--- src/sv/rolling_window_price_stats_macros.svh ---
// Assertion helpers for the design file that checks its own logic.
`ifndef ROLLING_WINDOW_PRICE_STATS_MACROS_SVH
`define ROLLING_WINDOW_PRICE_STATS_MACROS_SVH

// A condition that must hold at every clock edge outside reset.
`define RWPS_ALWAYS(lbl, cond, msg) \
  lbl: assert property (@(posedge clk) disable iff (rst) (cond)) else $error(msg);

// A consequence that must hold in the same cycle as its trigger.
`define RWPS_IMPLY(lbl, ante, cons, msg) \
  lbl: assert property (@(posedge clk) disable iff (rst) (ante) |-> (cons)) else $error(msg);

// A consequence that must hold in the cycle after its trigger.
`define RWPS_NEXT(lbl, ante, cons, msg) \
  lbl: assert property (@(posedge clk) disable iff (rst) (ante) |=> (cons)) else $error(msg);

`endif

--- src/sv/rwps_pkg.sv ---
package rwps_pkg;

  localparam int HISTORY_DEPTH_DEF = 1024;

  localparam int PRICE_W = 32;
  localparam int TIME_W  = 64;
  localparam int WIN_W   = 50;
  localparam int VAR_W   = 64;
  localparam int ROOT_W  = 32;
  localparam int COUNT_W = 11;
  localparam int PC_W    = 33;
  localparam int PIP_W   = 27;

  localparam int IN_DATA_W  = 96;
  localparam int OUT_DATA_W = 264;
  localparam int CFG_IDX_W  = 8;

  localparam logic [WIN_W-1:0] SHORT_RESET = 50'd3600000000000;
  localparam logic [WIN_W-1:0] LONG_RESET  = 50'd86400000000000;

  localparam logic [CFG_IDX_W-1:0] REG_SHORT_WINDOW = 8'd0;
  localparam logic [CFG_IDX_W-1:0] REG_LONG_WINDOW  = 8'd1;

  // floor(n / 100) == (n * PIP_RECIP) >> PIP_SHIFT for every 32-bit n.
  localparam logic [31:0] PIP_RECIP = 32'd1374389535;
  localparam int          PIP_SHIFT = 37;

  typedef struct packed {
    logic busy;
    logic done;
  } unit_stat_t;

endpackage

--- src/sv/rwps_isqrt.sv ---
module rwps_isqrt (
  input  logic                        clk,
  input  logic                        rst,
  input  logic                        start,
  input  logic [rwps_pkg::VAR_W-1:0]  value,
  output rwps_pkg::unit_stat_t        stat,
  output logic [rwps_pkg::ROOT_W-1:0] root
);

  localparam int VW = rwps_pkg::VAR_W;
  localparam int RW = rwps_pkg::ROOT_W;
  localparam int CNT_W = $clog2(RW + 1);

  logic [VW-1:0]    v;
  logic [RW+1:0]    rem;
  logic [RW-1:0]    root_r;
  logic [CNT_W-1:0] cnt;
  logic             busy;
  logic             done;

  logic [RW+1:0]    shifted;
  logic [RW+1:0]    trial;
  logic             ge;

  // Digit-by-digit square root: two radicand bits in, one root bit out per cycle.
  assign shifted = {rem[RW-1:0], v[VW-1:VW-2]};
  assign trial   = {root_r, 2'b01};
  assign ge      = shifted >= trial;

  always_ff @(posedge clk) begin
    if (rst) begin
      busy <= 1'b0;
      done <= 1'b0;
    end else begin
      done <= 1'b0;
      if (start && !busy) begin
        busy   <= 1'b1;
        v      <= value;
        rem    <= '0;
        root_r <= '0;
        cnt    <= CNT_W'(RW);
      end else if (busy) begin
        v      <= {v[VW-3:0], 2'b00};
        rem    <= ge ? shifted - trial : shifted;
        root_r <= {root_r[RW-2:0], ge};
        cnt    <= cnt - 1'b1;
        if (cnt == CNT_W'(1)) begin
          busy <= 1'b0;
          done <= 1'b1;
        end
      end
    end
  end

  assign stat.busy = busy;
  assign stat.done = done;
  assign root      = root_r;

endmodule

--- config.mk ---
export PLATFORM = sky130hd
export DESIGN_NAME = rwps_isqrt
export DESIGN_NICKNAME = d
export VERILOG_FILES = /design/src/sv/rolling_window_price_stats_macros.svh /design/src/sv/rwps_pkg.sv /design/src/sv/rwps_isqrt.sv
export SDC_FILE = /design/constraint.sdc
export NUM_CORES = 1
export LEC_CHECK = 0
export ABC_AREA = 0
export BUFFER_PORTS_ARGS = -buffer_cell sky130_fd_sc_hd__buf_4
export CAP_MARGIN = 30
export CORE_MARGIN = 2
export CORE_UTILIZATION = 45
export DETAILED_ROUTE_END_ITERATION = 10
export PLACE_DENSITY = 0.63
export SYNTH_ARGS = -nofsm -noshare
export SYNTH_HDL_FRONTEND = slang
export SYNTH_SLANG_ARGS = --single-unit
export TNS_END_PERCENT = 20
--- constraint.sdc ---
create_clock -name clk -period 9.2 [get_ports clk]
set_input_delay 0.46 -clock clk [delete_from_list [all_inputs] [get_ports clk]]
set_output_delay 0.46 -clock clk [all_outputs]
set_load 0.1 [all_outputs]
==> results of run 1 <==
-- registers in the layout (all words and copies together) (netlist names) --
| name | count |
|---|---|
| v | 64 |
| rem | 32 |
| root | 32 |
| cnt | 6 |
| busy | 1 |
| done | 1 |
-- layout make-up --
class	count	area, sq um
fill	1530	7470
sequential	136	4060
multi-input combinational	570	3240
timing repair buffer	107	823
clock buffer	17	425
tap	220	275
inverter	41	154
clock inverter	14	125
-- power breakdown --
| group | switching (uW) | leakage (uW) | total (uW) | internal, uW |
|---|---|---|---|---|
| Clock | 276 | 0.000256 | 647 | 371 |
| Combinational | 341 | 0.00235 | 536 | 194 |
| Sequential | 24.5 | 0.00131 | 781 | 756 |
-- metal layers --
metal  GRT usage  part of all wire
met1       0.260              0.45
met2       0.310              0.46
met3      0.0620             0.070
met4      0.0608             0.018
met5           0                 0
-- kinds of logic (layout without fill, tap and decap cells) --
family,Yosys count,in the layout,share of synthesized area
simple gates,361,361,0.198
flops,136,136,0.531
compound gates,128,128,0.110
buf+inv,83,179,0.0477
fa+ha+maj,36,36,0.0588
xor+xnor,28,28,0.0320
mux,17,17,0.0222
-- layout by cell type, fill, tap and decap left out, types with 4 or more instances in the layout --
cell type / count
nand2_1: 215
xor2_1: 9
nor3_1: 11
and3_1: 7
a211oi_1: 4
nor2_1: 74
nor2b_1: 5
edfxtp_1: 134
nand4_1: 8
clkbuf_16: 17
xnor2_1: 19
mux2i_1: 17
a21oi_1: 40
o21a_1: 8
o211ai_1: 5
buf_4: 106
a21o_1: 16
inv_1: 41
clkinvlp_4: 5
o21ai_0: 23
nand3_1: 17
ha_1: 36
-- worst max-delay path by stage --
stage | from | end | slack, ns | depth (start not counted)
floorplan | start | cnt[0] | 2.46 | 2
global placement | root[20] | rem[22] | 6.19 | 11
detailed placement | root[20] | rem[30] | 6.13 | 11
CTS | root[20] | rem[30] | 6.10 | 11
global route | root[20] | rem[30] | 5.88 | 11
finish | rem[23] | rem[30] | 6.09 | 10
-- metrics by stage --
stage	total power, uW	cells
5_1_grt	2060	1105
4_1_cts	1970	1104
3_3_place_gp	1320	1073
3_5_place_dp	1320	1073
6_report	1960	1105
2_1_floorplan	1210	789
==> results.sh, run 1 <==
export IMPL_die_height_um=134
export IMPL_async_flop_share=0
export IMPL_finalCriticalPeriod_ns=3.11
export IMPL_grt_overflow=0
export IMPL_cts_max_path_buffers=2
export IMPL_reg2reg_depth=10
export IMPL_initial_utilization=0.462
export IMPL_yosysSeqAreaShare=0.531
export IMPL_arrival_ns=3.36
export IMPL_max_vdd_ir_drop_v=0.000142
export IMPL_clock_fmax_mhz=321
export IMPL_routedWlPerCell_um=15.5
export IMPL_grt_use_total=0.197
export IMPL_finalCritPeriodShare=0.338
export IMPL_cts_resized=0
export IMPL_setup_viol=0
export IMPL_insertion_delay_ns=0.42
export IMPL_maxCapViolations=0
export IMPL_worstPathBufferInverterCount=1
export IMPL_gp_congestion=0.917
export IMPL_hold_end="done"
export IMPL_numCtsBuffers=17
export IMPL_postSynthCellCount=789
export IMPL_viasPerCell=5.31
export IMPL_grt_max_degree=82
export IMPL_power_density_nw_per_um2=216
export IMPL_ff2ff_setup_slack_ns=6.09
export IMPL_path_delay_family="compound AO/OA/AOI/OAI gates"
export IMPL_grt_pass1_wl_um=28300
export IMPL_worstPathRequired_ns=9.45
export IMPL_synth_largest_area_cell="edfxtp_1"
export IMPL_finalSetupTns_ns=0
export IMPL_cp_slowest_stage_delay_ns=0.50
export IMPL_cp_start_kind="flop"
export IMPL_die_w_um=134
export IMPL_status="complete, no violations"
export IMPL_syn_area_per_cell_sq_um=9.70
export IMPL_synth_most_common_cell="nand2_1"
export IMPL_dr_pass1_iters=5
export IMPL_die_area_sq_um=18100
export IMPL_htree_levels=4
export IMPL_synth_edff_count=134
export IMPL_ys_top_cells_by_area="edfxtp_1, nand2_1, ha_1"
export IMPL_critical_path_slowest_cell="ha_1"
export IMPL_drt_initial_drc_count=490
export IMPL_synth_seq_cells=136
export IMPL_tightest_slew_ns=0.729
export IMPL_worstSetupPathType="flop to flop"
export IMPL_stdcell_area_sq_um=9110
export IMPL_nets=976
export IMPL_ios=101
export IMPL_hold_violations=0
export IMPL_clkSinkCount=136
export IMPL_syn_nets=892
export IMPL_holdPathStages=2
export IMPL_post_dp_cell_area_sq_um=8530
export IMPL_cts_tree="built"
export IMPL_hold_path_class="primary input to flop"
export IMPL_ant_nets=0
export IMPL_drc=0
export IMPL_holdBufCountCts=0
export IMPL_cpMostUsedCell="nand2_1"
export IMPL_skew_ns=0.00952
export IMPL_yosys_warnings=0
export IMPL_hold_slack_ns=0.231
export IMPL_n_antenna_cell=0
export IMPL_min_from="rst"
export IMPL_drive_gt1_frac=0.173
export IMPL_place_hpwl_um=11800
export IMPL_wl_um=17100
export IMPL_rr_endpoint="rem[30]"
export IMPL_areaGrowthSynthToFinish_pct=19.0
export IMPL_r2r_start="rem[23]"
export IMPL_synth_common_cells="nand2_1, edfxtp_1, nor2_1"
export IMPL_vias=5872
export IMPL_synth_top_area_frac=0.526
export IMPL_grt_pass1_vias=5783
export IMPL_core_sq_um=16600
export IMPL_pre_cts_ws_ns=6.13
export IMPL_synth_cell_types=59
export IMPL_end_kind="flop"
export IMPL_syn_cell_area_sq_um=7650
export IMPL_antenna_found_initial=0
export IMPL_utilization=0.549
export IMPL_clkTransAtPathRegs_ns=0.06
export IMPL_portBuffers=100
export IMPL_rows=47
export IMPL_rsz0062_at_grt="no"
export IMPL_power_leakage_uw=0.00392
export IMPL_cp_cell_sequence="ha_1 -> nand2_1 -> o21a_1 -> o31a_1 -> and3_1 -> a21o_1 -> nor2_2 -> buf_4 -> nand2_1 -> o21ai_0"
export IMPL_cp_max_fo=29
export IMPL_postCtsSetupBuffers=0
export IMPL_worst_slack_ns=6.09
export IMPL_yosys_most_used_dff="edfxtp_1"
export IMPL_cts_root_buffer="clkbuf_16"
export IMPL_slew_headroom=0.514
export IMPL_drv_slew=0
No activity file was read; power rests on OpenSTA's default activity.
==> run 2, diff against run 1 <==
Clock period 9.2 ns to 2.9 ns, I/O delays scaled along.
==> run 2 against run 1 <==
First-iteration DRC count up 3.1%; highest routed layer unchanged; critical path type unchanged; worst hold slack lost 0.21 ns; largest cell class unchanged; sequential power rose to 3.2 times the previous value; maximum frequency increased by 10%; routed wire length rose by 6.8%; largest power group unchanged; non-clock buffer count increased by 95; sequential cell count stayed put; clock skew shrank 0.00063 ns; total power rose to 3.3 times the previous value; worst setup slack lost 6.0 ns; global-route usage up 1.0 points.
==> results.sh, run 2 (synthesis gave the netlist of run 1 again) <==
export IMPL_status="complete, no violations"
export IMPL_core_sq_um=16600
export IMPL_pwr_share_seq=0.379
export IMPL_holdPathStages=3
export IMPL_final_common_cell="nand2_1"
export IMPL_antenna_found_initial=0
export IMPL_max_vdd_ir_drop_v=0.000441
export IMPL_nets=1071
export IMPL_worstPathRequired_ns=3.06
export IMPL_utilization=0.612
export IMPL_tightest_slew_ns=0.736
export IMPL_cp_slowest_stage_delay_ns=0.37
export IMPL_ant_nets=0
export IMPL_power_density_nw_per_um2=644
export IMPL_hold_path_class="primary input to flop"
export IMPL_rsz0062_at_grt="yes"
export IMPL_min_from="value[61]"
export IMPL_fin_cells=1201
export IMPL_cpMostUsedCell="buf_4"
export IMPL_rows=47
export IMPL_clkTransAtPathRegs_ns=0.07
export IMPL_swShare=0.335
export IMPL_reg2reg_depth=13
export IMPL_critical_path_slowest_cell="edfxtp_1"
export IMPL_cp_start_kind="flop"
export IMPL_maxCapViolations=0
export IMPL_drive_gt1_frac=0.206
export IMPL_r2r_start="root[21]"
export IMPL_clock_power_share=0.322
export IMPL_use_met1=0.268
export IMPL_dp_cells=1102
export IMPL_hold_end="v[61]"
export IMPL_n_antenna_cell=0
export IMPL_viasPerCell=5.26
export IMPL_cts_root_buffer="clkbuf_16"
export IMPL_p_comb_frac=0.299
export IMPL_initial_utilization=0.462
export IMPL_drv_slew=0
export IMPL_finalCriticalPeriod_ns=2.83
export IMPL_clock_fmax_mhz=353
export IMPL_grt_overflow=0
export IMPL_numCtsBuffers=17
export IMPL_slew_headroom=0.505
export IMPL_ios=101
export IMPL_die_area_sq_um=18100
export IMPL_cts_tree="built"
export IMPL_grt_busiest_layer="met2"
export IMPL_insertion_delay_ns=0.43
export IMPL_layout_common_cells="nand2_1, edfxtp_1, buf_4"
export IMPL_wl_um=18300
export IMPL_skew_ns=0.00889
export IMPL_dr_pass1_iters=5
export IMPL_vias=6316
export IMPL_gp_congestion=0.902
export IMPL_arrival_ns=2.99
export IMPL_hold_violations=0
export IMPL_areaGrowthSynthToFinish_pct=32.5
export IMPL_cp_max_fo=7
export IMPL_routedWlPerCell_um=15.2
export IMPL_place_hpwl_um=12000
export IMPL_met2_usage=0.336
export IMPL_grt_pass1_wl_um=29800
export IMPL_largest_reg_flops=64
export IMPL_worstSetupPathType="flop to flop"
export IMPL_finalCritPeriodShare=0.976
export IMPL_end_kind="flop"
export IMPL_cts_max_path_buffers=2
export IMPL_drt_initial_drc_count=505
export IMPL_fillCellCount=1378
export IMPL_power_leakage_uw=0.00438
export IMPL_htree_levels=4
export IMPL_die_w_um=134
export IMPL_worstPathBufferInverterCount=4
export IMPL_cp_cell_sequence="inv_1 -> ha_2 -> a21oi_1 -> o21a_1 -> o31a_1 -> and3_1 -> a21o_1 -> buf_4 -> nor2_2 -> buf_4 -> buf_12 -> mux2i_2 -> nor2_1"
export IMPL_grt_pass1_vias=6220
export IMPL_use_met3=0.0446
export IMPL_drc=0
export IMPL_grt_max_degree=126
export IMPL_rr_endpoint="rem[15]"
export IMPL_p_int_uw=4350
export IMPL_die_height_um=134
export IMPL_setup_viol=0
export IMPL_portBuffers=100
export IMPL_p_switching_uw=2190
export IMPL_path_delay_family="compound AO/OA/AOI/OAI gates"
export IMPL_ff2ff_setup_slack_ns=0.07
export IMPL_hold_slack_ns=0.0248
export IMPL_largest_register="v"
export IMPL_clkSinkCount=136
export IMPL_grt_use_total=0.207
-- run 2: metrics by stage --
stage	setup slack (ns)	cell area, sq um	setup TNS, ns	total power [uW]
floorplan	-0.396	7660	-10.37	3820
global placement	0.00902	8820	0	4310
detailed placement	-0.0287	8820	-0.0297	4330
CTS	0.00978	10000	0	6520
global route	-0.0414	10100	-0.200	6860
finish	0.0699	10100	0	6540
-- run 2: worst reg2reg max path: cells and delay by family, from the launching register on --
kind	cells	cell delay, ns
DFF	1	0.37
adders and majority gates	1	0.35
muxes	1	0.22
and+or+nand+nor	3	0.34
buffers and inverters	4	0.53
AOI/OAI and AO/OA	4	0.74
-- run 2: how the worst max path moves through the flow --
stage	from	to	slack (ns)	cells past startpoint
6_report	root[21]	rem[15]	0.07	13
5_1_grt	root[21]	rem[15]	-0.04	13
4_1_cts	rem[4]	rem[25]	0.01	10
3_5_place_dp	root[23]	rem[23]	-0.03	10
3_3_place_gp	root[23]	rem[23]	0.009	10
2_1_floorplan	root[13]	rem[13]	-0.40	13
-- run 2: timing repair --
item	in CTS	in global routing
gates cloned	0	0
endpoints found under the setup margin	2	33
buffers inserted	0	3
endpoints found under the hold margin	65	0
pin swaps	0	4
hold buffers	64	0
gates resized for setup	1	19
-- run 2: per-layer routing --
layer / part of all wire / up-vias
met4: 0.025 / 0
met3: 0.048 / 36
met1: 0.44 / 2987
met2: 0.48 / 187
met5: 0 / -
li1: - / 3106
-- run 2: power by group through the flow --
stage / sequential [uW] / clock, uW / combinational, uW
3_3_place_gp: 2510 / 0 / 1800
3_5_place_dp: 2510 / 0 / 1820
2_1_floorplan: 2710 / 0 / 1110
5_1_grt: 2490 / 2230 / 2140
4_1_cts: 2470 / 2150 / 1900
6_report: 2470 / 2110 / 1960
-- run 2: area by class of cell --
type / instances / area [sq um] / share of cell area
multi-input cells: 570 / 3330 / 0.328
flip-flops and latches: 136 / 4060 / 0.401
well taps: 220 / 275 / 0.0271
inverters: 41 / 154 / 0.0152
clock buffers: 17 / 425 / 0.0419
repair buffers: 202 / 1760 / 0.173
clock inverters: 15 / 145 / 0.0143
