--- src/sv/rolling_window_price_stats_macros.svh ---
// Assertion helpers for the design file that checks its own logic.
`ifndef ROLLING_WINDOW_PRICE_STATS_MACROS_SVH
`define ROLLING_WINDOW_PRICE_STATS_MACROS_SVH

// A condition that must hold at every clock edge outside reset.
`define RWPS_ALWAYS(lbl, cond, msg) \
  lbl: assert property (@(posedge clk) disable iff (rst) (cond)) else $error(msg);

// A consequence that must hold in the same cycle as its trigger.
`define RWPS_IMPLY(lbl, ante, cons, msg) \
  lbl: assert property (@(posedge clk) disable iff (rst) (ante) |-> (cons)) else $error(msg);

// A consequence that must hold in the cycle after its trigger.
`define RWPS_NEXT(lbl, ante, cons, msg) \
  lbl: assert property (@(posedge clk) disable iff (rst) (ante) |=> (cons)) else $error(msg);

`endif

--- src/sv/rwps_pkg.sv ---
package rwps_pkg;

  localparam int HISTORY_DEPTH_DEF = 1024;

  localparam int PRICE_W = 32;
  localparam int TIME_W  = 64;
  localparam int WIN_W   = 50;
  localparam int VAR_W   = 64;
  localparam int ROOT_W  = 32;
  localparam int COUNT_W = 11;
  localparam int PC_W    = 33;
  localparam int PIP_W   = 27;

  localparam int IN_DATA_W  = 96;
  localparam int OUT_DATA_W = 264;
  localparam int CFG_IDX_W  = 8;

  localparam logic [WIN_W-1:0] SHORT_RESET = 50'd3600000000000;
  localparam logic [WIN_W-1:0] LONG_RESET  = 50'd86400000000000;

  localparam logic [CFG_IDX_W-1:0] REG_SHORT_WINDOW = 8'd0;
  localparam logic [CFG_IDX_W-1:0] REG_LONG_WINDOW  = 8'd1;

  // floor(n / 100) == (n * PIP_RECIP) >> PIP_SHIFT for every 32-bit n.
  localparam logic [31:0] PIP_RECIP = 32'd1374389535;
  localparam int          PIP_SHIFT = 37;

  typedef struct packed {
    logic busy;
    logic done;
  } unit_stat_t;

endpackage

--- src/sv/rwps_div.sv ---
module rwps_div #(
  parameter int NUM_W = 75,
  parameter int DEN_W = 11
) (
  input  logic                clk,
  input  logic                rst,
  input  logic                start,
  input  logic [NUM_W-1:0]    num,
  input  logic [DEN_W-1:0]    den,
  output rwps_pkg::unit_stat_t stat,
  output logic [NUM_W-1:0]    quo
);

  localparam int CNT_W = $clog2(NUM_W + 1);

  logic [DEN_W-1:0] rem;
  logic [DEN_W-1:0] den_r;
  logic [NUM_W-1:0] qr;
  logic [CNT_W-1:0] cnt;
  logic             busy;
  logic             done;

  logic [DEN_W:0]   trial;
  logic [DEN_W:0]   diff;
  logic             ge;

  // Restoring division, one quotient bit per cycle, dividend shifted out of qr.
  assign trial = {rem, qr[NUM_W-1]};
  assign ge    = trial >= {1'b0, den_r};
  assign diff  = trial - {1'b0, den_r};

  always_ff @(posedge clk) begin
    if (rst) begin
      busy <= 1'b0;
      done <= 1'b0;
    end else begin
      done <= 1'b0;
      if (start && !busy) begin
        busy  <= 1'b1;
        qr    <= num;
        den_r <= den;
        rem   <= '0;
        cnt   <= CNT_W'(NUM_W);
      end else if (busy) begin
        rem <= ge ? diff[DEN_W-1:0] : trial[DEN_W-1:0];
        qr  <= {qr[NUM_W-2:0], ge};
        cnt <= cnt - 1'b1;
        if (cnt == CNT_W'(1)) begin
          busy <= 1'b0;
          done <= 1'b1;
        end
      end
    end
  end

  assign stat.busy = busy;
  assign stat.done = done;
  assign quo       = qr;

endmodule

--- config.mk ---
export PLATFORM = sky130hd
export DESIGN_NAME = rwps_div
export DESIGN_NICKNAME = d
export VERILOG_FILES = /design/src/sv/rolling_window_price_stats_macros.svh /design/src/sv/rwps_pkg.sv /design/src/sv/rwps_div.sv
export SDC_FILE = /design/constraint.sdc
export NUM_CORES = 1
export LEC_CHECK = 0
export BUFFER_PORTS_ARGS = -buffer_cell sky130_fd_sc_hd__buf_2
export CELL_PAD_IN_SITES_DETAIL_PLACEMENT = 0
export CELL_PAD_IN_SITES_GLOBAL_PLACEMENT = 1
export CORE_ASPECT_RATIO = 2
export CORE_MARGIN = 4
export CORE_UTILIZATION = 34
export CTS_CLUSTER_DIAMETER = 120
export DETAILED_ROUTE_END_ITERATION = 7
export PLACE_DENSITY = 0.82
export SYNTH_ARGS = -nofsm -noshare
export SYNTH_HDL_FRONTEND = slang
export SYNTH_SLANG_ARGS = --single-unit
--- constraint.sdc ---
create_clock -name clk -period 5.51 [get_ports clk]
set_clock_uncertainty 0.1 [all_clocks]
set_input_delay 0.8265 -clock clk [delete_from_list [all_inputs] [get_ports clk]]
set_output_delay 0.8265 -clock clk [all_outputs]
set_load 0.03 [all_outputs]
==> impl_metrics.env, run 1 <==
export IMPL_status="finished, final reports clean"
export IMPL_final_core_util_pct=43.68
export IMPL_cts_buffers=9
export IMPL_rsz0062_at_grt="no"
export IMPL_postCtsSetupRepairBufs=0
export IMPL_cts_resized=0
export IMPL_antenna_found_initial=0
export IMPL_grt_pass1_wl_mm=20.27
export IMPL_slew_violations=0
export IMPL_synth_top_family_by_area="simple AND/OR/NAND/NOR gates"
export IMPL_grt_pass1_vias=4130
export IMPL_place_gp_congestion=0.9013
export IMPL_min_period_ns=2.659
export IMPL_clock_sinks=106
export IMPL_async_reset_ff_share_pct=0
export IMPL_syn_nets=596
export IMPL_timing_hold_ws_ns=0.4452
export IMPL_worstPathArrival_ns=2.66
export IMPL_tightest_slew_ns=1.240
export IMPL_path_clk_slew_ns=0.07
export IMPL_p_per_area_mw_per_mm2=324.0
export IMPL_synthFlopType="edfxtp_1"
export IMPL_cp_end_kind="flop"
export IMPL_yosys_area_share_simple_pct=22.76
export IMPL_hp_class="flop to flop"
export IMPL_core_sq_mm=0.01443
export IMPL_synth_compound_area_share_pct=5.729
export IMPL_detail_route_antenna_nets=0
export IMPL_synthXorXnorAreaFrac_pct=1.743
export IMPL_layout_drive_gt1_share_pct=29.16
export IMPL_clock_path_buffers=2
export IMPL_muxShareOfSynthArea_pct=0
export IMPL_via_per_inst=4.749
export IMPL_root_buffer="clkbuf_16"
export IMPL_cts_hold_buf=0
export IMPL_rows=62
export IMPL_critPathLaunchType="flop"
export IMPL_hold_depth=2
export IMPL_ir_drop_v=0.0001387
export IMPL_cts_tree="built"
export IMPL_io_buffers=165
export IMPL_fp_dieW_um=93.95
export IMPL_cap_violations=0
export IMPL_critPathMaxFanout=14
export IMPL_ff2ff_path_depth=7
export IMPL_netlist_instances=493
export IMPL_yosysSeqAreaShare_pct=62.96
export IMPL_synth_fa_ha_area_share_pct=3.636
export IMPL_ys_ff_latch=106
export IMPL_drc_errors=0
export IMPL_synthesis_area_sq_mm=0.005024
export IMPL_die_area_sq_mm=0.01690
export IMPL_ys_warn_count=0
export IMPL_fmax_mhz=376.1
export IMPL_clk_latency_ns=0.34
export IMPL_cp_data_required_time_ns=5.51
export IMPL_wl_per_cell_um=15.52
export IMPL_vias=4022
export IMPL_diodes=0
export IMPL_grt_use_total_pct=15.38
export IMPL_worstSetupPathType="flop to flop"
export IMPL_finalNetCount=753
export IMPL_overflow=0
export IMPL_syn_to_final_growth_pct=25.45
export IMPL_finalSetupTns_ns=0
export IMPL_leakagePower_nw=2.901
export IMPL_die_h_um=179.9
export IMPL_finalSetupViolations=0
export IMPL_cts_htree_levels=3
export IMPL_synth_cell_type_count=40
export IMPL_drt_iter0_markers=171
export IMPL_dp_hpwl_mm=9.599
export IMPL_dr_pass1_iters=4
export IMPL_totalWireLength_mm=13.14
export IMPL_slew_headroom_pct=17.31
export IMPL_synth_edff_count=104
export IMPL_grt_start_max_net_pins=94
export IMPL_min_period_over_period_pct=48.25
export IMPL_num_io_pins=166
export IMPL_start_util_pct=34.82
export IMPL_avgSynthCellArea_sq_um=10.19
export IMPL_finalHoldViolCount=0
## cell type report
class,count,area (sq um)
fill,1475,8127
sequential,106,3163
multi-input combinational,349,1719
timing repair buffer,168,848.3
tap,192,240.2
clock buffer,10,229.0
inverter,16,60.06
clock inverter,6,42.54
## synth_stat cells (all sizes together) (2+ instances only)
cell type | number | area (sq um)
a21boi | 2 | 15.01
buf | 5 | 35.02
xor2 | 4 | 35.03
edfxtp | 104 | 3123
o21a | 2 | 15.01
o21ai | 15 | 86.34
o211a | 2 | 20.02
nand2 | 237 | 889.6
nor2b | 3 | 18.77
o211ai | 5 | 37.54
xnor2 | 6 | 52.55
nor3 | 5 | 30.03
dfxtp | 2 | 40.04
inv | 16 | 60.06
nand2b | 5 | 31.28
clkbuf | 17 | 63.81
a21oi | 14 | 73.82
nor3b | 2 | 26.28
or3 | 9 | 61.31
ha | 13 | 162.7
o32ai | 2 | 17.52
nor2 | 15 | 58.81
## through the flow
stage | instance area (sq um) | setup WS [ns] | instances | total power, W
2_1_floorplan | 5024 | 0.09635 | 493 | 0.001325
3_3_place_gp | 6031 | 2.821 | 831 | 0.001451
3_5_place_dp | 6031 | 2.778 | 831 | 0.001461
4_1_cts | 6302 | 2.844 | 847 | 0.002070
5_1_grt | 6302 | 2.694 | 847 | 0.002145
6_report | 6302 | 2.851 | 847 | 0.002042
## worst max-delay path: stages, from the launching register on
cell      delay [ns]
edfxtp_1        0.40
ha_1            0.37
a21o_1          0.21
or3_4           0.35
o21ai_4         0.16
nor3b_4         0.48
nor2_2          0.13
o211a_1         0.23
## cell usage in the layout, fill, tap and decap left out, drive strengths merged, types with 5 or more instances in the layout
master / netlist / final
a21oi: 14 / 14
buf: 5 / 168
clkbuf: 17 / 10
edfxtp: 104 / 104
ha: 13 / 13
inv: 16 / 17
nand2: 237 / 237
nand2b: 5 / 5
nor2: 15 / 15
nor3: 5 / 5
o211ai: 5 / 5
o21ai: 15 / 15
or3: 9 / 9
xnor2: 6 / 6
## where the power goes
part           internal, W  leakage (nW)  switching [W]
combinational     0.000148          1.76       0.000283
clock             0.000308         0.130       0.000293
sequential        0.000974          1.01      0.0000353
## flip-flops by register name, indices dropped and copies added, names as in the netlist
name	flops
cnt	7
busy	1
den_r	11
done	1
quo	75
rem	11
## layer usage
metal  GRT usage, %  vias up  wire length (um)
met5              0        -                 0
met1          15.28     1912              4618
met2          29.05      113              7406
met4          8.449        0               514
li1               -     1968                 -
met3          2.552       29               603
## path summary, 6_finish.rpt
path / from / endpoint / slack, ns
max: rem[4] / rem[8] / 2.85
min: quo[0] / quo[1] / 0.45
max reg2reg: rem[4] / rem[8] / 2.85
min reg2reg: quo[0] / quo[1] / 0.45
## kinds of logic (layout without fill, tap and decap cells)
logic type | count (synthesis) | after routing
AOI/OAI and AO/OA | 45 | 45
xor gates and xnor gates | 10 | 10
adders and majority gates | 14 | 14
buffers and inverters | 38 | 200
DFF | 106 | 106
and+or+nand+nor | 280 | 280
Note: power is estimated with default switching activity, not from simulation.
==> inputs of run 2 (changes only) <==
--- a/config.mk
+++ b/config.mk
@@ -10,10 +10,10 @@
 export CELL_PAD_IN_SITES_GLOBAL_PLACEMENT = 1
 export CORE_ASPECT_RATIO = 2
 export CORE_MARGIN = 4
-export CORE_UTILIZATION = 34
+export CORE_UTILIZATION = 38
 export CTS_CLUSTER_DIAMETER = 120
 export DETAILED_ROUTE_END_ITERATION = 7
-export PLACE_DENSITY = 0.82
+export PLACE_DENSITY = 0.87
 export SYNTH_ARGS = -nofsm -noshare
 export SYNTH_HDL_FRONTEND = slang
 export SYNTH_SLANG_ARGS = --single-unit
==> constraint.sdc (replaced) <==
create_clock -name clk -period 2.6 [get_ports clk]
set_clock_uncertainty 0.1 [all_clocks]
set_input_delay 0.39 -clock clk [delete_from_list [all_inputs] [get_ports clk]]
set_output_delay 0.39 -clock clk [all_outputs]
set_load 0.03 [all_outputs]
==> run 2 against run 1 <==
Effect of this change: critical path type unchanged; register-to-register slack worse by 2.8 ns; non-clock buffer count is 13 higher; cell area is 2.7% higher; total power is 120% higher; fmax is 5.5% higher; final cell count is 3.2% lower; setup slack worse by 2.8 ns; sequential power is 110% higher; largest cell class unchanged; first-iteration DRC count is 12% lower; utilization is 6.1 points higher.
==> impl_metrics.env, run 2 (synthesis gave the netlist of run 1 again) <==
export IMPL_crit_slowest_cell="edfxtp_1"
export IMPL_finalSetupViolations=0
export IMPL_status="finished, final reports clean"
export IMPL_grt_pass1_wl_mm=20.17
export IMPL_dr_pass1_iters=7
export IMPL_grt_use_total_pct=17.24
export IMPL_nFillCells=1246
export IMPL_layout_drive_gt1_share_pct=32.04
export IMPL_multi_input_area_sq_mm=0.001780
export IMPL_r2r_start="den_r[0]"
export IMPL_core_sq_mm=0.01299
export IMPL_largest_register_ffs=75
export IMPL_fmax_mhz=396.9
export IMPL_layout_common_cells="237 x nand2_1, 165 x buf_2, 104 x edfxtp_1"
export IMPL_p_sw_w=0.001339
export IMPL_critPathMaxFanout=6
export IMPL_place_ws_ns=-0.02804
export IMPL_cts_tree="built"
export IMPL_r2r_slack_ns=0.08
export IMPL_slew_violations=0
export IMPL_critical_path_buf_inv_count=1
export IMPL_totalWireLength_mm=13.02
export IMPL_hp_class="input port to flop"
export IMPL_timing_hold_ws_ns=0.1217
export IMPL_worstSetupPathType="flop to flop"
export IMPL_io_buffers=165
export IMPL_cap_violations=0
export IMPL_cts_buffers=9
export IMPL_grt_pass1_vias=4138
export IMPL_path_cells="ha_4 > fa_2 > nand2b_4 > a21oi_4 > o21ai_4 > nor3b_4 > buf_6 > or3_1 > o211a_1"
export IMPL_path_depth=9
export IMPL_wl_per_cell_um=15.88
export IMPL_slew_headroom_pct=65.92
export IMPL_drc_errors=0
export IMPL_ff2ff_path_depth=9
export IMPL_final_common_cell="nand2_1"
export IMPL_rows=59
export IMPL_grt_start_max_net_pins=55
export IMPL_finalSetupTns_ns=0
export IMPL_final_setup_worst_slack_ns=0.08058
export IMPL_p_int_w=0.003194
export IMPL_clock_path_buffers=2
export IMPL_combPwrFrac_pct=21.9
export IMPL_finalNetCount=766
export IMPL_pwr_share_seq_pct=47.0
export IMPL_swShare_pct=29.54
export IMPL_cts_hold_buf=0
export IMPL_ir_drop_v=0.0004164
export IMPL_fp_dieW_um=89.30
export IMPL_die_h_um=170.6
export IMPL_diodes=0
export IMPL_num_io_pins=166
export IMPL_worstHoldEndpoint="den_r[2]"
export IMPL_drt_iter0_markers=150
export IMPL_cts_htree_levels=3
export IMPL_finalHoldViolCount=0
export IMPL_crit_family="simple AND/OR/NAND/NOR gates"
export IMPL_tightest_slew_ns=0.5112
export IMPL_syn_to_final_growth_pct=28.84
export IMPL_dp_hpwl_mm=9.692
export IMPL_p_clk_share_pct=31.1
export IMPL_critPathLaunchType="flop"
export IMPL_overflow=0
export IMPL_p_per_area_mw_per_mm2=700.3
export IMPL_place_gp_congestion=0.8567
export IMPL_clock_sinks=106
export IMPL_hold_depth=1
export IMPL_detail_route_antenna_nets=0
export IMPL_cp_data_required_time_ns=2.59
export IMPL_slowest_delay_ns=0.42
export IMPL_hold_start="den[2]"
export IMPL_cp_end_kind="flop"
export IMPL_clk_latency_ns=0.35
export IMPL_min_period_ns=2.519
export IMPL_worstPathArrival_ns=2.51
export IMPL_path_clk_slew_ns=0.07
export IMPL_finalPower_w=0.004533
export IMPL_start_util_pct=38.67
export IMPL_via_per_inst=4.937
export IMPL_antenna_found_initial=0
export IMPL_die_area_sq_mm=0.01523
export IMPL_vias=4048
export IMPL_root_buffer="clkbuf_16"
export IMPL_regArea_sq_mm=0.003163
export IMPL_leakagePower_nw=3.008
export IMPL_min_period_over_period_pct=96.90
export IMPL_timing_rr_end="rem[8]"
-- run 2: worst max-delay path by stage --
stage	start	end	slack (ns)
2_1_floorplan	quo[74]	rem[8]	0.02
3_3_place_gp	quo[74]	rem[8]	0.07
3_5_place_dp	quo[74]	rem[8]	-0.03
4_1_cts	quo[74]	rem[8]	0.01
5_1_grt	quo[74]	rem[9]	-0.02
6_report	den_r[0]	rem[8]	0.08
-- run 2: routing by layer --
layer | wire [um] | global-route usage [%] | up-vias
met5 | 0 | 0 | -
met1 | 4700 | 19.12 | 1909
met3 | 648 | 2.940 | 20
li1 | - | - | 1991
met4 | 326 | 6.610 | 0
met2 | 7347 | 31.71 | 128
-- run 2: power groups by stage --
| stage | clock, W | combinational, W | sequential [W] |
|---|---|---|---|
| floorplan | 0 | 0.000478 | 0.00233 |
| global placement | 0 | 0.000946 | 0.00216 |
| detailed placement | 0 | 0.000968 | 0.00217 |
| CTS | 0.00144 | 0.000973 | 0.00213 |
| global route | 0.00151 | 0.00110 | 0.00215 |
| finish | 0.00141 | 0.000994 | 0.00213 |
-- run 2: layout make-up --
| type | instances | share of cell area (%) |
|---|---|---|
| Clock inverter | 7 | 1.218 |
| Inverter | 16 | 0.9279 |
| Sequential cell | 106 | 48.87 |
| Clock buffer | 9 | 3.480 |
| Tap cell | 152 | 2.938 |
| Timing Repair Buffer | 181 | 15.06 |
| Multi-Input combinational cell | 349 | 27.51 |
-- run 2: worst reg2reg max path: stages (launching register included) --
cell,delay (ns)
edfxtp_1,0.42
ha_4,0.19
fa_2,0.35
nand2b_4,0.16
a21oi_4,0.18
o21ai_4,0.08
nor3b_4,0.16
buf_6,0.14
or3_1,0.36
o211a_1,0.14
-- run 2: stage by stage --
stage	instance area [sq um]	instances	util [%]
after floorplan	5049	493	-
after global placement	6106	802	47.00
after detailed placement	6106	802	47.00
after CTS	6430	819	49.49
after global routing	6472	820	49.82
final	6472	820	49.82
-- run 2: repair_timing --
item                                    4_1_cts  5_1_grt
setup buffers                                 1        1
resized for setup                             3        6
pin swaps                                     4        4
endpoints found under the setup margin        3        4
==> inputs of run 3 (changes only) <==
--- a/config.mk
+++ b/config.mk
@@ -10,10 +10,10 @@
 export CELL_PAD_IN_SITES_GLOBAL_PLACEMENT = 1
 export CORE_ASPECT_RATIO = 2
 export CORE_MARGIN = 4
-export CORE_UTILIZATION = 38
+export CORE_UTILIZATION = 34
 export CTS_CLUSTER_DIAMETER = 120
 export DETAILED_ROUTE_END_ITERATION = 7
-export PLACE_DENSITY = 0.87
+export PLACE_DENSITY = 0.82
 export SYNTH_ARGS = -nofsm -noshare
 export SYNTH_HDL_FRONTEND = slang
 export SYNTH_SLANG_ARGS = --single-unit
==> constraint.sdc (replaced) <==
create_clock -name clk -period 2.05 [get_ports clk]
set_clock_uncertainty 0.1 [all_clocks]
set_input_delay 0.3075 -clock clk [delete_from_list [all_inputs] [get_ports clk]]
set_output_delay 0.3075 -clock clk [all_outputs]
set_load 0.03 [all_outputs]
==> run 3 against run 2 <==
Effect of this change: the flow now finishes with violations (setup timing); total power grew 31%; largest power group unchanged; sequential power is 27% higher; critical path depth up 1; critical endpoint unchanged; die area up 11%; non-clock buffer count grew 26; register-to-register slack worse by 0.47 ns; cell area up 4.9%; highest routed layer unchanged; utilization is 2.7 points lower; sequential share of layout area fell by 2.3 points; sequential cell count stayed put; global-route usage down 1.2 points.
==> impl_metrics.env, run 3 (synthesis gave the netlist of run 1 again) <==
export IMPL_path_cells="inv_1 > ha_2 > fa_2 > nand2b_4 > a21oi_4 > o21ai_4 > buf_4 > xnor2_1 > or3_1 > o211a_1"
export IMPL_grt_use_total_pct=16.02
export IMPL_p_clk_share_pct=29.7
export IMPL_clock_path_buffers=2
export IMPL_die_h_um=179.9
export IMPL_wl_per_cell_um=15.31
export IMPL_dp_hpwl_mm=10.11
export IMPL_grt_start_max_net_pins=56
export IMPL_rsz0062_at_grt="yes"
export IMPL_worstPathArrival_ns=2.43
export IMPL_final_common_cell="nand2_1"
export IMPL_finalSetupViolations=12
export IMPL_cp_data_required_time_ns=2.05
export IMPL_dp_cells=866
export IMPL_diodes=0
export IMPL_m1WireLength_mm=4.937
export IMPL_layout_common_cells="237 x nand2_1, 165 x buf_2, 104 x edfxtp_1"
export IMPL_grt_pass1_wl_mm=21.33
export IMPL_root_buffer="clkbuf_16"
export IMPL_clk_latency_ns=0.34
export IMPL_via_per_inst=4.718
export IMPL_largest_register_ffs=75
export IMPL_finalNetCount=792
export IMPL_io_buffers=165
export IMPL_die_area_sq_mm=0.01690
export IMPL_cts_tree="built"
export IMPL_regArea_sq_mm=0.003164
export IMPL_ir_drop_v=0.0003560
export IMPL_cts_htree_levels=3
export IMPL_tightest_slew_ns=0.5022
export IMPL_wl_met3_um=421
export IMPL_cts_hold_buf=0
export IMPL_min_period_ns=2.438
export IMPL_slew_headroom_pct=66.52
export IMPL_leakagePower_nw=3.140
export IMPL_crit_slowest_cell="or3_1"
export IMPL_layout_drive_gt1_share_pct=36.60
export IMPL_pwr_share_seq_pct=45.7
export IMPL_combPwrFrac_pct=24.6
export IMPL_fin_cells=886
export IMPL_detail_route_antenna_nets=0
export IMPL_p_per_area_mw_per_mm2=873.7
export IMPL_syn_to_final_growth_pct=35.19
export IMPL_dr_pass1_iters=4
export IMPL_slowest_delay_ns=0.38
export IMPL_critPathMaxFanout=3
export IMPL_cap_violations=0
export IMPL_start_util_pct=34.82
export IMPL_hp_class="input port to flop"
export IMPL_num_io_pins=166
export IMPL_drt_iter0_markers=176
export IMPL_finalPower_w=0.005934
export IMPL_vias=4180
export IMPL_top_layer="met4"
export IMPL_finalHoldViolCount=0
export IMPL_status="finished with violations"
export IMPL_p_sw_w=0.001751
export IMPL_place_gp_congestion=0.8784
export IMPL_cp_end_kind="flop"
export IMPL_fmax_mhz=410.1
export IMPL_final_setup_worst_slack_ns=-0.3884
export IMPL_overflow=0
export IMPL_swShare_pct=29.51
export IMPL_drc_errors=0
export IMPL_worstSetupPathType="flop to flop"
export IMPL_p_int_w=0.004183
export IMPL_totalWireLength_mm=13.56
export IMPL_rows=62
export IMPL_violations="setup timing"
export IMPL_multi_input_area_sq_mm=0.001849
export IMPL_min_period_over_period_pct=118.9
export IMPL_slew_violations=0
export IMPL_clock_sinks=106
export IMPL_grt_pass1_vias=4329
export IMPL_r2r_slack_ns=-0.39
export IMPL_antenna_found_initial=0
export IMPL_nFillCells=1406
export IMPL_cts_buffers=9
export IMPL_met2_length_mm=7.860
export IMPL_fp_dieW_um=93.95
export IMPL_core_sq_mm=0.01443
export IMPL_path_clk_slew_ns=0.08
export IMPL_critPathLaunchType="flop"
-- run 3: changes by cell type in the layout (fill, tap and decap cells not counted), moves of 2 or more --
cell     delta
or3_4       +5
buf_6       +2
ha_1        -2
or3_1       -5
a21oi_1     -5
a21oi_2     +6
buf_4      +24
inv_6       -3
-- run 3: metrics by stage --
| stage | TNS (ns) | instance area (sq um) | setup WS (ns) | hold slack, ns | util, % |
|---|---|---|---|---|---|
| floorplan | -26.21 | 5060 | -0.4841 | 0.2790 | - |
| global placement | -3.226 | 6347 | -0.4321 | 0.3870 | 43.99 |
| detailed placement | -4.020 | 6347 | -0.4883 | 0.3856 | 43.99 |
| CTS | -3.371 | 6771 | -0.3743 | 0.02423 | 46.93 |
| global route | -4.350 | 6792 | -0.4440 | 0.01868 | 47.07 |
| finish | -3.432 | 6792 | -0.3884 | 0.03994 | 47.07 |
-- run 3: layout make-up --
type | count | area share [%]
Clock buffer | 9 | 3.316
Clock inverter | 7 | 1.105
Inverter | 16 | 0.8843
Multi-Input combinational cell | 349 | 27.23
Sequential cell | 106 | 46.59
Tap cell | 192 | 3.537
Timing Repair Buffer | 207 | 17.34
-- run 3: final timing paths --
check                from  depth (start not counted)   endpoint
setup / recovery  quo[74]                         10     rem[8]
hold / removal    den[10]                          1  den_r[10]
setup reg to reg  quo[74]                         10     rem[8]
hold reg to reg    quo[2]                          2     quo[3]
-- run 3: worst max-delay path: cells and delay by family (launching register included) --
family	cells	cell delay, ns
xor+xnor	1	0.11
buf+inv	2	0.19
fa+ha+maj	2	0.53
compound gates	3	0.39
simple gates	2	0.54
flops	1	0.35
-- run 3: routing by layer --
| metal | vias to the layer above | track usage, % |
|---|---|---|
| met2 | 115 | 30.19 |
| met3 | 19 | 2.636 |
| li1 | 2040 | - |
| met5 | - | 0 |
| met4 | 0 | 6.887 |
| met1 | 2006 | 16.88 |
-- run 3: power by group through the flow --
stage | registers [W] | clock network, W | logic, W
floorplan | 0.00296 | 0 | 0.000612
global placement | 0.00275 | 0 | 0.00131
detailed placement | 0.00275 | 0 | 0.00134
CTS | 0.00271 | 0.00181 | 0.00145
global route | 0.00273 | 0.00191 | 0.00158
finish | 0.00271 | 0.00176 | 0.00146
-- run 3: repair_timing --
action | CTS | global route
pin swaps | 11 | 6
setup endpoints to repair | 12 | 12
gates resized for setup | 22 | 1
gates cloned | 0 | 0
buffers inserted | 2 | 2
endpoints found under the hold margin | 0 | 0
